**config.mk**
```make
export PLATFORM = sky130hd
export DESIGN_NAME = lru_tag_cache_unit
export DESIGN_NICKNAME = d
export VERILOG_FILES = /design/src/sv/lrutc_pkg.sv /design/src/sv/lrutc_ctrl.sv /design/src/sv/lrutc_dpath.sv /design/src/sv/lru_tag_cache_unit.sv
export VERILOG_INCLUDE_DIRS = /design/src /design/src/sv
export SDC_FILE = /design/constraint.sdc
export NUM_CORES = 2
export LEC_CHECK = 0
export BUFFER_PORTS_ARGS = -buffer_cell sky130_fd_sc_hd__buf_2
export CAP_MARGIN = 20
export CORE_MARGIN = 3
export CORE_UTILIZATION = 60
export DETAILED_ROUTE_END_ITERATION = 10
export GPL_TIMING_DRIVEN = 0
export HOLD_SLACK_MARGIN = 0.03
export PLACE_DENSITY = 0.8
export RECOVER_POWER = 50
export SETUP_SLACK_MARGIN = 0.2
export SYNTH_ARGS = -nofsm -noshare
export SYNTH_HDL_FRONTEND = slang
export SYNTH_SLANG_ARGS = --single-unit
```
**constraint.sdc**
```tcl
create_clock -name clk -period 36.8 [get_ports clk]
set_input_delay 1.84 -clock clk [delete_from_list [all_inputs] [get_ports clk]]
set_output_delay 1.84 -clock clk [all_outputs]
set_load 0.05 [all_outputs]
```
**src/sv/assert_macros.svh**
```systemverilog
// ----------------------------------------------------------------------------
// assert_macros.svh
// Clocked assertion helpers shared by the RTL.
// ----------------------------------------------------------------------------
`ifndef ASSERT_MACROS_SVH
`define ASSERT_MACROS_SVH

// property holds at every rising clock edge outside reset
`define ASSERT_CLK(lbl, clk_s, rstn_s, prop, msg) \
  lbl: assert property (@(posedge clk_s) disable iff (!rstn_s) prop) else $error(msg);

// condition never true outside reset
`define ASSERT_NEVER(lbl, clk_s, rstn_s, cond, msg) \
  lbl: assert property (@(posedge clk_s) disable iff (!rstn_s) !(cond)) else $error(msg);

`endif

```
**src/sv/lrutc_pkg.sv**
```systemverilog
// ----------------------------------------------------------------------------
// lrutc_pkg
// Constants, codes and control types of the LRU tag cache.
// ----------------------------------------------------------------------------
`default_nettype none

package lrutc_pkg;

  localparam int SLOTS      = 32;
  localparam int STAMP_BITS = 32;
  localparam int KEY_W      = 16;
  localparam int OUT_SLOT_W = 5;

  localparam int SLOT_BITS = (SLOTS > 1) ? $clog2(SLOTS) : 1;
  localparam int TREE_N    = 1 << SLOT_BITS;
  localparam int HALF_N    = TREE_N / 2;
  localparam int STEP_W    = (SLOT_BITS > 1) ? $clog2(SLOT_BITS) : 1;

  localparam logic CMD_LOOKUP = 1'b0;
  localparam logic CMD_FILL   = 1'b1;

  typedef enum logic [1:0] {
    ST_HIT      = 2'd0,
    ST_MISS     = 2'd1,
    ST_FILLED   = 2'd2,
    ST_RESERVED = 2'd3
  } status_t;

  typedef logic [SLOT_BITS-1:0]  slot_idx_t;
  typedef logic [STAMP_BITS-1:0] stamp_t;
  typedef logic [KEY_W-1:0]      key_t;

  typedef struct packed {
    logic load_item;
    logic tree_load;
    logic tree_step;
    logic commit;
  } ctl_cmd_t;

  typedef struct packed {
    logic is_fill;
    logic out_free;
  } dp_stat_t;

endpackage

`default_nettype wire

```
**src/sv/lrutc_ctrl.sv**
```systemverilog
// ----------------------------------------------------------------------------
// lrutc_ctrl
// Sequencer: accept, victim tree load, tree reduction, commit.
// ----------------------------------------------------------------------------
`default_nettype none

module lrutc_ctrl (
  input  wire logic                clk,
  input  wire logic                rst_n,
  input  wire logic                in_valid,
  output logic                     in_ready,
  input  wire lrutc_pkg::dp_stat_t stat,
  output lrutc_pkg::ctl_cmd_t      cmd
);
  import lrutc_pkg::*;

  typedef enum logic [3:0] {
    S_IDLE   = 4'b0001,
    S_LOAD   = 4'b0010,
    S_REDUCE = 4'b0100,
    S_COMMIT = 4'b1000
  } state_t;

  state_t            state_r, state_nxt;
  logic [STEP_W-1:0] cnt_r, cnt_nxt;

  assign in_ready = (state_r == S_IDLE);

  always_comb begin
    state_nxt = state_r;
    cnt_nxt   = cnt_r;
    cmd       = '0;
    case (state_r)
      S_IDLE: begin
        if (in_valid) begin
          cmd.load_item = 1'b1;
          state_nxt     = S_LOAD;
        end
      end
      S_LOAD: begin
        cmd.tree_load = 1'b1;
        cnt_nxt       = STEP_W'(SLOT_BITS - 2);
        if (stat.is_fill && (SLOT_BITS > 1)) begin
          state_nxt = S_REDUCE;
        end else begin
          state_nxt = S_COMMIT;
        end
      end
      S_REDUCE: begin
        cmd.tree_step = 1'b1;
        if (cnt_r == '0) begin
          state_nxt = S_COMMIT;
        end else begin
          cnt_nxt = cnt_r - STEP_W'(1);
        end
      end
      S_COMMIT: begin
        if (stat.out_free) begin
          cmd.commit = 1'b1;
          state_nxt  = S_IDLE;
        end
      end
      default: begin
        state_nxt = S_IDLE;
      end
    endcase
  end

  always_ff @(posedge clk) begin
    if (!rst_n) begin
      state_r <= S_IDLE;
      cnt_r   <= '0;
    end else begin
      state_r <= state_nxt;
      cnt_r   <= cnt_nxt;
    end
  end

endmodule

`default_nettype wire

```
**src/sv/lrutc_dpath.sv**
```systemverilog
// ----------------------------------------------------------------------------
// lrutc_dpath
// Tag/stamp storage, parallel tag match, registered min-stamp tree, result
// register.
// ----------------------------------------------------------------------------
`default_nettype none

module lrutc_dpath (
  input  wire logic                            clk,
  input  wire logic                            rst_n,
  input  wire logic                            in_command,
  input  wire logic [lrutc_pkg::KEY_W-1:0]     in_key,
  input  wire lrutc_pkg::ctl_cmd_t             cmd,
  output lrutc_pkg::dp_stat_t                  stat,
  output logic                                 out_valid,
  input  wire logic                            out_ready,
  output logic [1:0]                           out_status,
  output logic [lrutc_pkg::OUT_SLOT_W-1:0]     out_slot,
  output logic                                 out_evicted_valid,
  output logic [lrutc_pkg::KEY_W-1:0]          out_evicted_key
);
  import lrutc_pkg::*;

  // item word
  logic      cmd_r;
  key_t      key_r;

  // storage
  key_t             tag_r   [SLOTS];
  stamp_t           stamp_r [SLOTS];
  logic [SLOTS-1:0] valid_r;
  stamp_t           clock_r;

  // min-stamp tree, one level per cycle
  stamp_t    red_stamp_r [HALF_N];
  slot_idx_t red_idx_r   [HALF_N];
  stamp_t    src_stamp   [TREE_N];
  slot_idx_t src_idx     [TREE_N];
  stamp_t    lvl_stamp   [HALF_N];
  slot_idx_t lvl_idx     [HALF_N];

  // result register
  logic                  out_valid_r;
  status_t               out_status_r;
  logic [OUT_SLOT_W-1:0] out_slot_r;
  logic                  out_ev_valid_r;
  key_t                  out_ev_key_r;

  logic             reserved, is_fill, is_lookup;
  logic [SLOTS-1:0] hit_vec;
  logic             hit_any, inv_any;
  slot_idx_t        hit_idx, inv_idx, victim, res_idx;
  stamp_t           clock_inc;
  status_t          res_status;
  logic             res_ev_valid;
  key_t             res_ev_key;
  logic             out_free;

  assign reserved  = (key_r == '0);
  assign is_fill   = !reserved && (cmd_r == CMD_FILL);
  assign is_lookup = !reserved && (cmd_r == CMD_LOOKUP);
  assign out_free  = !out_valid_r || out_ready;

  assign stat.is_fill  = is_fill;
  assign stat.out_free = out_free;

  always_comb begin
    for (int i = 0; i < SLOTS; i++) begin
      hit_vec[i] = valid_r[i] && (tag_r[i] == key_r);
    end
  end

  // lowest index wins
  always_comb begin
    hit_any = 1'b0;
    hit_idx = '0;
    inv_any = 1'b0;
    inv_idx = '0;
    for (int i = SLOTS - 1; i >= 0; i--) begin
      if (hit_vec[i]) begin
        hit_any = 1'b1;
        hit_idx = SLOT_BITS'(i);
      end
      if (!valid_r[i]) begin
        inv_any = 1'b1;
        inv_idx = SLOT_BITS'(i);
      end
    end
  end

  // tree source: stamps on load, previous level otherwise; pads never win
  always_comb begin
    for (int i = 0; i < TREE_N; i++) begin
      src_idx[i]   = SLOT_BITS'(i);
      src_stamp[i] = '1;
      if (cmd.tree_load) begin
        if (i < SLOTS) begin
          src_stamp[i] = stamp_r[i];
        end
      end else if (i < HALF_N) begin
        src_stamp[i] = red_stamp_r[i];
        src_idx[i]   = red_idx_r[i];
      end
    end
    for (int j = 0; j < HALF_N; j++) begin
      if (src_stamp[2*j+1] < src_stamp[2*j]) begin
        lvl_stamp[j] = src_stamp[2*j+1];
        lvl_idx[j]   = src_idx[2*j+1];
      end else begin
        lvl_stamp[j] = src_stamp[2*j];
        lvl_idx[j]   = src_idx[2*j];
      end
    end
  end

  assign victim    = inv_any ? inv_idx : red_idx_r[0];
  assign clock_inc = clock_r + STAMP_BITS'(1);

  always_comb begin
    res_status   = ST_FILLED;
    res_idx      = victim;
    res_ev_valid = valid_r[victim];
    res_ev_key   = tag_r[victim];
    if (reserved) begin
      res_status   = ST_RESERVED;
      res_idx      = '0;
      res_ev_valid = 1'b0;
    end else if (is_lookup) begin
      res_status   = hit_any ? ST_HIT : ST_MISS;
      res_idx      = hit_any ? hit_idx : '0;
      res_ev_valid = 1'b0;
    end
    if (!res_ev_valid) begin
      res_ev_key = '0;
    end
  end

  // control state
  always_ff @(posedge clk) begin
    if (!rst_n) begin
      valid_r     <= '0;
      clock_r     <= '0;
      out_valid_r <= 1'b0;
    end else begin
      if (out_ready) begin
        out_valid_r <= 1'b0;
      end
      if (cmd.commit) begin
        out_valid_r <= 1'b1;
        if (is_fill) begin
          valid_r[victim] <= 1'b1;
          clock_r         <= clock_inc;
        end else if (is_lookup && hit_any) begin
          clock_r <= clock_inc;
        end
      end
    end
  end

  // payload
  always_ff @(posedge clk) begin
    if (cmd.load_item) begin
      cmd_r <= in_command;
      key_r <= in_key;
    end
    if (cmd.tree_load || cmd.tree_step) begin
      for (int j = 0; j < HALF_N; j++) begin
        red_stamp_r[j] <= lvl_stamp[j];
        red_idx_r[j]   <= lvl_idx[j];
      end
    end
    if (cmd.commit) begin
      if (is_fill) begin
        tag_r[victim]   <= key_r;
        stamp_r[victim] <= clock_inc;
      end else if (is_lookup && hit_any) begin
        stamp_r[hit_idx] <= clock_inc;
      end
      out_status_r   <= res_status;
      out_slot_r     <= OUT_SLOT_W'(res_idx);
      out_ev_valid_r <= res_ev_valid;
      out_ev_key_r   <= res_ev_key;
    end
  end

  assign out_valid         = out_valid_r;
  assign out_status        = out_status_r;
  assign out_slot          = out_slot_r;
  assign out_evicted_valid = out_ev_valid_r;
  assign out_evicted_key   = out_ev_key_r;

endmodule

`default_nettype wire

```
**src/sv/lru_tag_cache_unit.sv**
```systemverilog
// ----------------------------------------------------------------------------
// lru_tag_cache_unit
// Fully associative 32-slot tag cache with timestamp LRU replacement.
//
//   Channel | Ports                                          | Dir
//   --------+------------------------------------------------+-----
//   in      | in_valid/in_ready, in_command, in_key          | in
//   out     | out_valid/out_ready, out_status, out_slot,     | out
//           | out_evicted_valid, out_evicted_key             |
//
// One word at a time. Lookup and reserved-key words pass from accept through
// the load state to commit. Fill words also pass through the reduce state,
// where the min-stamp tree reduces one level per cycle, before commit.
// The next word is accepted as soon as the result is in the output register.
// A stalled output holds the result and delays only the following commit.
// Reset clears valid bits and the access clock; no clearing pass.
// ----------------------------------------------------------------------------
`default_nettype none
`include "assert_macros.svh"

module lru_tag_cache_unit (
  input  wire logic                            clk,
  input  wire logic                            rst_n,
  input  wire logic                            in_valid,
  output logic                                 in_ready,
  input  wire logic                            in_command,
  input  wire logic [lrutc_pkg::KEY_W-1:0]     in_key,
  output logic                                 out_valid,
  input  wire logic                            out_ready,
  output logic [1:0]                           out_status,
  output logic [lrutc_pkg::OUT_SLOT_W-1:0]     out_slot,
  output logic                                 out_evicted_valid,
  output logic [lrutc_pkg::KEY_W-1:0]          out_evicted_key
);
  import lrutc_pkg::*;

  ctl_cmd_t cmd;
  dp_stat_t stat;

  lrutc_ctrl u_ctrl (
    .clk      (clk),
    .rst_n    (rst_n),
    .in_valid (in_valid),
    .in_ready (in_ready),
    .stat     (stat),
    .cmd      (cmd)
  );

  lrutc_dpath u_dpath (
    .clk               (clk),
    .rst_n             (rst_n),
    .in_command        (in_command),
    .in_key            (in_key),
    .cmd               (cmd),
    .stat              (stat),
    .out_valid         (out_valid),
    .out_ready         (out_ready),
    .out_status        (out_status),
    .out_slot          (out_slot),
    .out_evicted_valid (out_evicted_valid),
    .out_evicted_key   (out_evicted_key)
  );

  `ASSERT_CLK(a_busy_after_accept, clk, rst_n, (in_valid && in_ready) |=> !in_ready, "ready after accept")
  `ASSERT_NEVER(a_commit_blocked, clk, rst_n, cmd.commit && !stat.out_free, "commit into full output")
  `ASSERT_CLK(a_one_cmd, clk, rst_n, $onehot0(cmd), "multiple datapath commands")
  `ASSERT_CLK(a_commit_shows, clk, rst_n, cmd.commit |=> out_valid, "commit without result")

endmodule

`default_nettype wire
```
==> impl_metrics.yaml <==
final_layout:
  mostFrequentLayoutCells: "edfxtp_1, nand2_1, nor2_1, ha_1, mux2i_1"
  layout.nets: 9898
  postLayoutCellArea_um2: 120000
  instances_no_fill: 11900
  syn2layout_area_growth_pct: 12.3
  drive_above_1_share_pct: 8.16
  layout_commonest_cell: "edfxtp_1"
synth:
  yosysSeqAreaShare_pct: 61.0
  synth_compound_gate_area_share_pct: 7.60
  synth_edf_count: 2125
  synth_nets: 9334
  synth_xor_area_share_pct: 4.69
  synth_top_family_by_area: "simple AND/OR/NAND/NOR gates"
  synth_ff_type: "edfxtp_1"
  synthAdderAreaFrac_pct: 5.83
  synth.distinct_cells: 90
  netlist_instances: 8814
  synthesis.area_um2: 107000
  synth-simple-area-share_pct: 13.9
  ys_ff_latch: 2197
  synth_mux_area_share_pct: 4.48
  avgSynthCellArea_um2: 12.1
  ys_warn_count: 0
  synth-async-reset-ratio_pct: 0
floorplanning:
  start_util_pct: 60.6
  coreArea_um2: 177000
  fp-row-count: 154
  dieArea_um2: 183000
  boundaryPins: 47
  die_w_um: 428
  die_h_um: 428
outcome:
  outcome: "finished, violations left"
  failed_checks: "capacitance limit, slew limit"
clock_tree:
  hold_buffers: 0
  postCtsSetupBuffers: 0
  clk_pin_slew_worst_paths_ns: 0.06
  cts_tree: "yes"
  cts.repair.resized: 0
  cts_buffers: 220
  insertion_delay_ns: 0.90
  clock_sinks: 2197
  clockRootBuffer: "clkbuf_16"
  clockBufferDepth: 3
  htreeDepth: 4
drt:
  ant_nets: 0
  dr.pass1.iters: 9
  vias_per_cell: 6.91
  drc: 0
  dr_total_vias: 82400
  drtIter0Drc: 14300
  wl_um: 434000
  wire_per_inst_um: 36.4
setup_path:
  worst_setup_path_end_kind: "flop"
  path_max_fanout: 15
  critPathRequiredTime_ns: 37.40
  crit_start: "u_dpath.key_r[7]$_DFFE_PP_"
  endpoint: "u_dpath.stamp_r[20][14]$_DFFE_PP_"
  path_class: "flop to flop"
  r2r_slack_ns: 23.91
  rr_endpoint: "u_dpath.stamp_r[20][14]$_DFFE_PP_"
  r2r.worst_path.cells: 16
  critPathLaunchType: "flop"
  r2r_start: "u_dpath.key_r[7]$_DFFE_PP_"
  arrival_ns: 13.49
sta:
  max_slew.worst_pin.slew_ns: 4.10
  maxSlewHeadroom_pct: -174
  skew_ns: 0.0799
  fmax_ghz: 0.0776
  rsz0062_at_grt: "no"
  setup_violations: 0
  maxSlewViolCount: 1259
  tns_ns: 0
  fin_crit_sh_pct: 35.0
  finalHoldViolations: 0
  post-route-min-period_ns: 12.89
placement:
  numPortBuffers: 45
  dp_hpwl_um: 319000
  gp_congestion: 1.08
  placed_cells: 11500
  placed_area_um2: 115000
power_and_ir_drop:
  p_leak_uw: 0.0447
  ir_drop_uv: 54.6
  pwr-share-seq_pct: 36.9
  clkPwrFrac_pct: 28.9
  power_density_nw_per_um2: 67.7
  p_int_uw: 5110
  swShare_pct: 37.2
  p_sw_uw: 3020
  power_uw: 8130
  pwr-share-comb_pct: 34.2
grt:
  grt_pass1_vias: 78900
  globalRouteOverflowTotal: 0
  grt_max_degree: 70
  grt_usage_pct: 46.3
  antenna_found_initial: 51
  grt_pass1_wl_um: 593000
worst_hold_path:
  hold_class: "flop to flop"
run:
  max_cap_violations: 63
-- metrics by stage --
stage                     hold WS [ns]  setup WS (ns)  utilization [%]
after global routing             0.535          24.69             68.0
after detailed placement         0.512          28.85             65.2
after floorplan                  0.440          22.30                -
after global placement           0.457          13.39             62.4
final                            0.516          23.91             68.0
after CTS                        0.522          28.75             69.4
-- area by class of cell --
cell class	count	area, um2
multi-input cells	5984	39300
inverters	195	732
clock buffers	274	5820
well taps	2340	2930
repair buffers	342	2450
fillers	12200	56500
plain buffers	438	2000
diodes	21	52.6
flip-flops and latches	2197	65300
clock inverters	142	1650
-- kinds of logic after synthesis --
group | Yosys count
adder cells (fa/ha/maj) | 499
AO/OA/AOI/OAI | 1200
buffers and inverters | 633
XOR/XNOR | 573
flip-flops | 2197
multiplexers | 477
AND/OR/NAND/NOR | 3235
-- sequential cells by signal (all words and copies together), names as in the netlist, 2 cells and up --
name / flops
u_ctrl.cnt_r: 3
u_ctrl.state_r: 4
u_dpath.stamp_r: 1024
u_dpath.key_r: 16
u_dpath.tag_r: 512
u_dpath.out_evicted_key: 16
u_dpath.valid_r: 32
u_dpath.red_idx_r: 36
u_dpath.out_status: 2
u_dpath.out_slot: 5
u_dpath.red_stamp_r: 512
u_dpath.clock_r: 32
-- synth_stat cells (175+ instances only) --
master,number,area (um2)
ha_1,499,6240
edfxtp_1,2125,63800
o21a_1,238,1790
nand4_1,270,1690
mux2i_1,472,4720
a21oi_1,334,1670
a21o_1,175,1310
nor2_1,644,2420
xnor2_1,446,3910
clkbuf_1,255,957
inv_1,193,724
nand2_1,1491,5600
nand3_1,234,1170
-- worst min-delay path by stage --
stage | slack [ns] | from | end | cells after the start
finish | 0.52 | u_ctrl.cnt_r[0]$_SDFFE_PN0P_ | u_ctrl.cnt_r[0]$_SDFFE_PN0P_ | 1
global route | 0.54 | u_ctrl.cnt_r[0]$_SDFFE_PN0P_ | u_ctrl.cnt_r[0]$_SDFFE_PN0P_ | 1
detailed placement | 0.51 | u_ctrl.cnt_r[0]$_SDFFE_PN0P_ | u_ctrl.cnt_r[0]$_SDFFE_PN0P_ | 1
floorplan | 0.44 | u_ctrl.cnt_r[0]$_SDFFE_PN0P_ | u_ctrl.cnt_r[0]$_SDFFE_PN0P_ | 1
global placement | 0.46 | u_ctrl.cnt_r[0]$_SDFFE_PN0P_ | u_ctrl.cnt_r[0]$_SDFFE_PN0P_ | 1
CTS | 0.52 | u_ctrl.cnt_r[0]$_SDFFE_PN0P_ | u_ctrl.cnt_r[0]$_SDFFE_PN0P_ | 1
-- routing by layer --
| metal | track usage [%] | part of all wire [%] |
|---|---|---|
| met4 | 26.4 | 7.4 |
| met5 | 0 | 0.049 |
| met1 | 62.3 | 36 |
| met2 | 65.3 | 41 |
| met3 | 16.3 | 16 |
-- worst max-delay path: stages (launching register included) --
cell and delay [ns]:
edfxtp_1 0.66, clkbuf_1 1.04, clkbuf_1 1.04, clkbuf_1 0.83, clkbuf_1 1.53, clkbuf_1 1.68, xnor2_1 0.45, nand2_1 0.18
o22ai_1 0.17, nor4_1 1.46, nand4_1 0.51, o22ai_1 0.31, nand3_1 0.63, nor4b_2 1.26, buf_4 0.35, buf_4 0.20
buf_4 0.19
-- power by group through the flow --
| stage | clock network [uW] | logic [uW] | registers (uW) |
|---|---|---|---|
| CTS | 2340 | 2700 | 2990 |
| floorplan | 0 | 1660 | 3080 |
| finish | 2350 | 2780 | 3000 |
| global placement | 0 | 2450 | 3190 |
| detailed placement | 0 | 2650 | 3040 |
| global route | 2440 | 2880 | 3000 |
(Power assumes the default switching activity.)
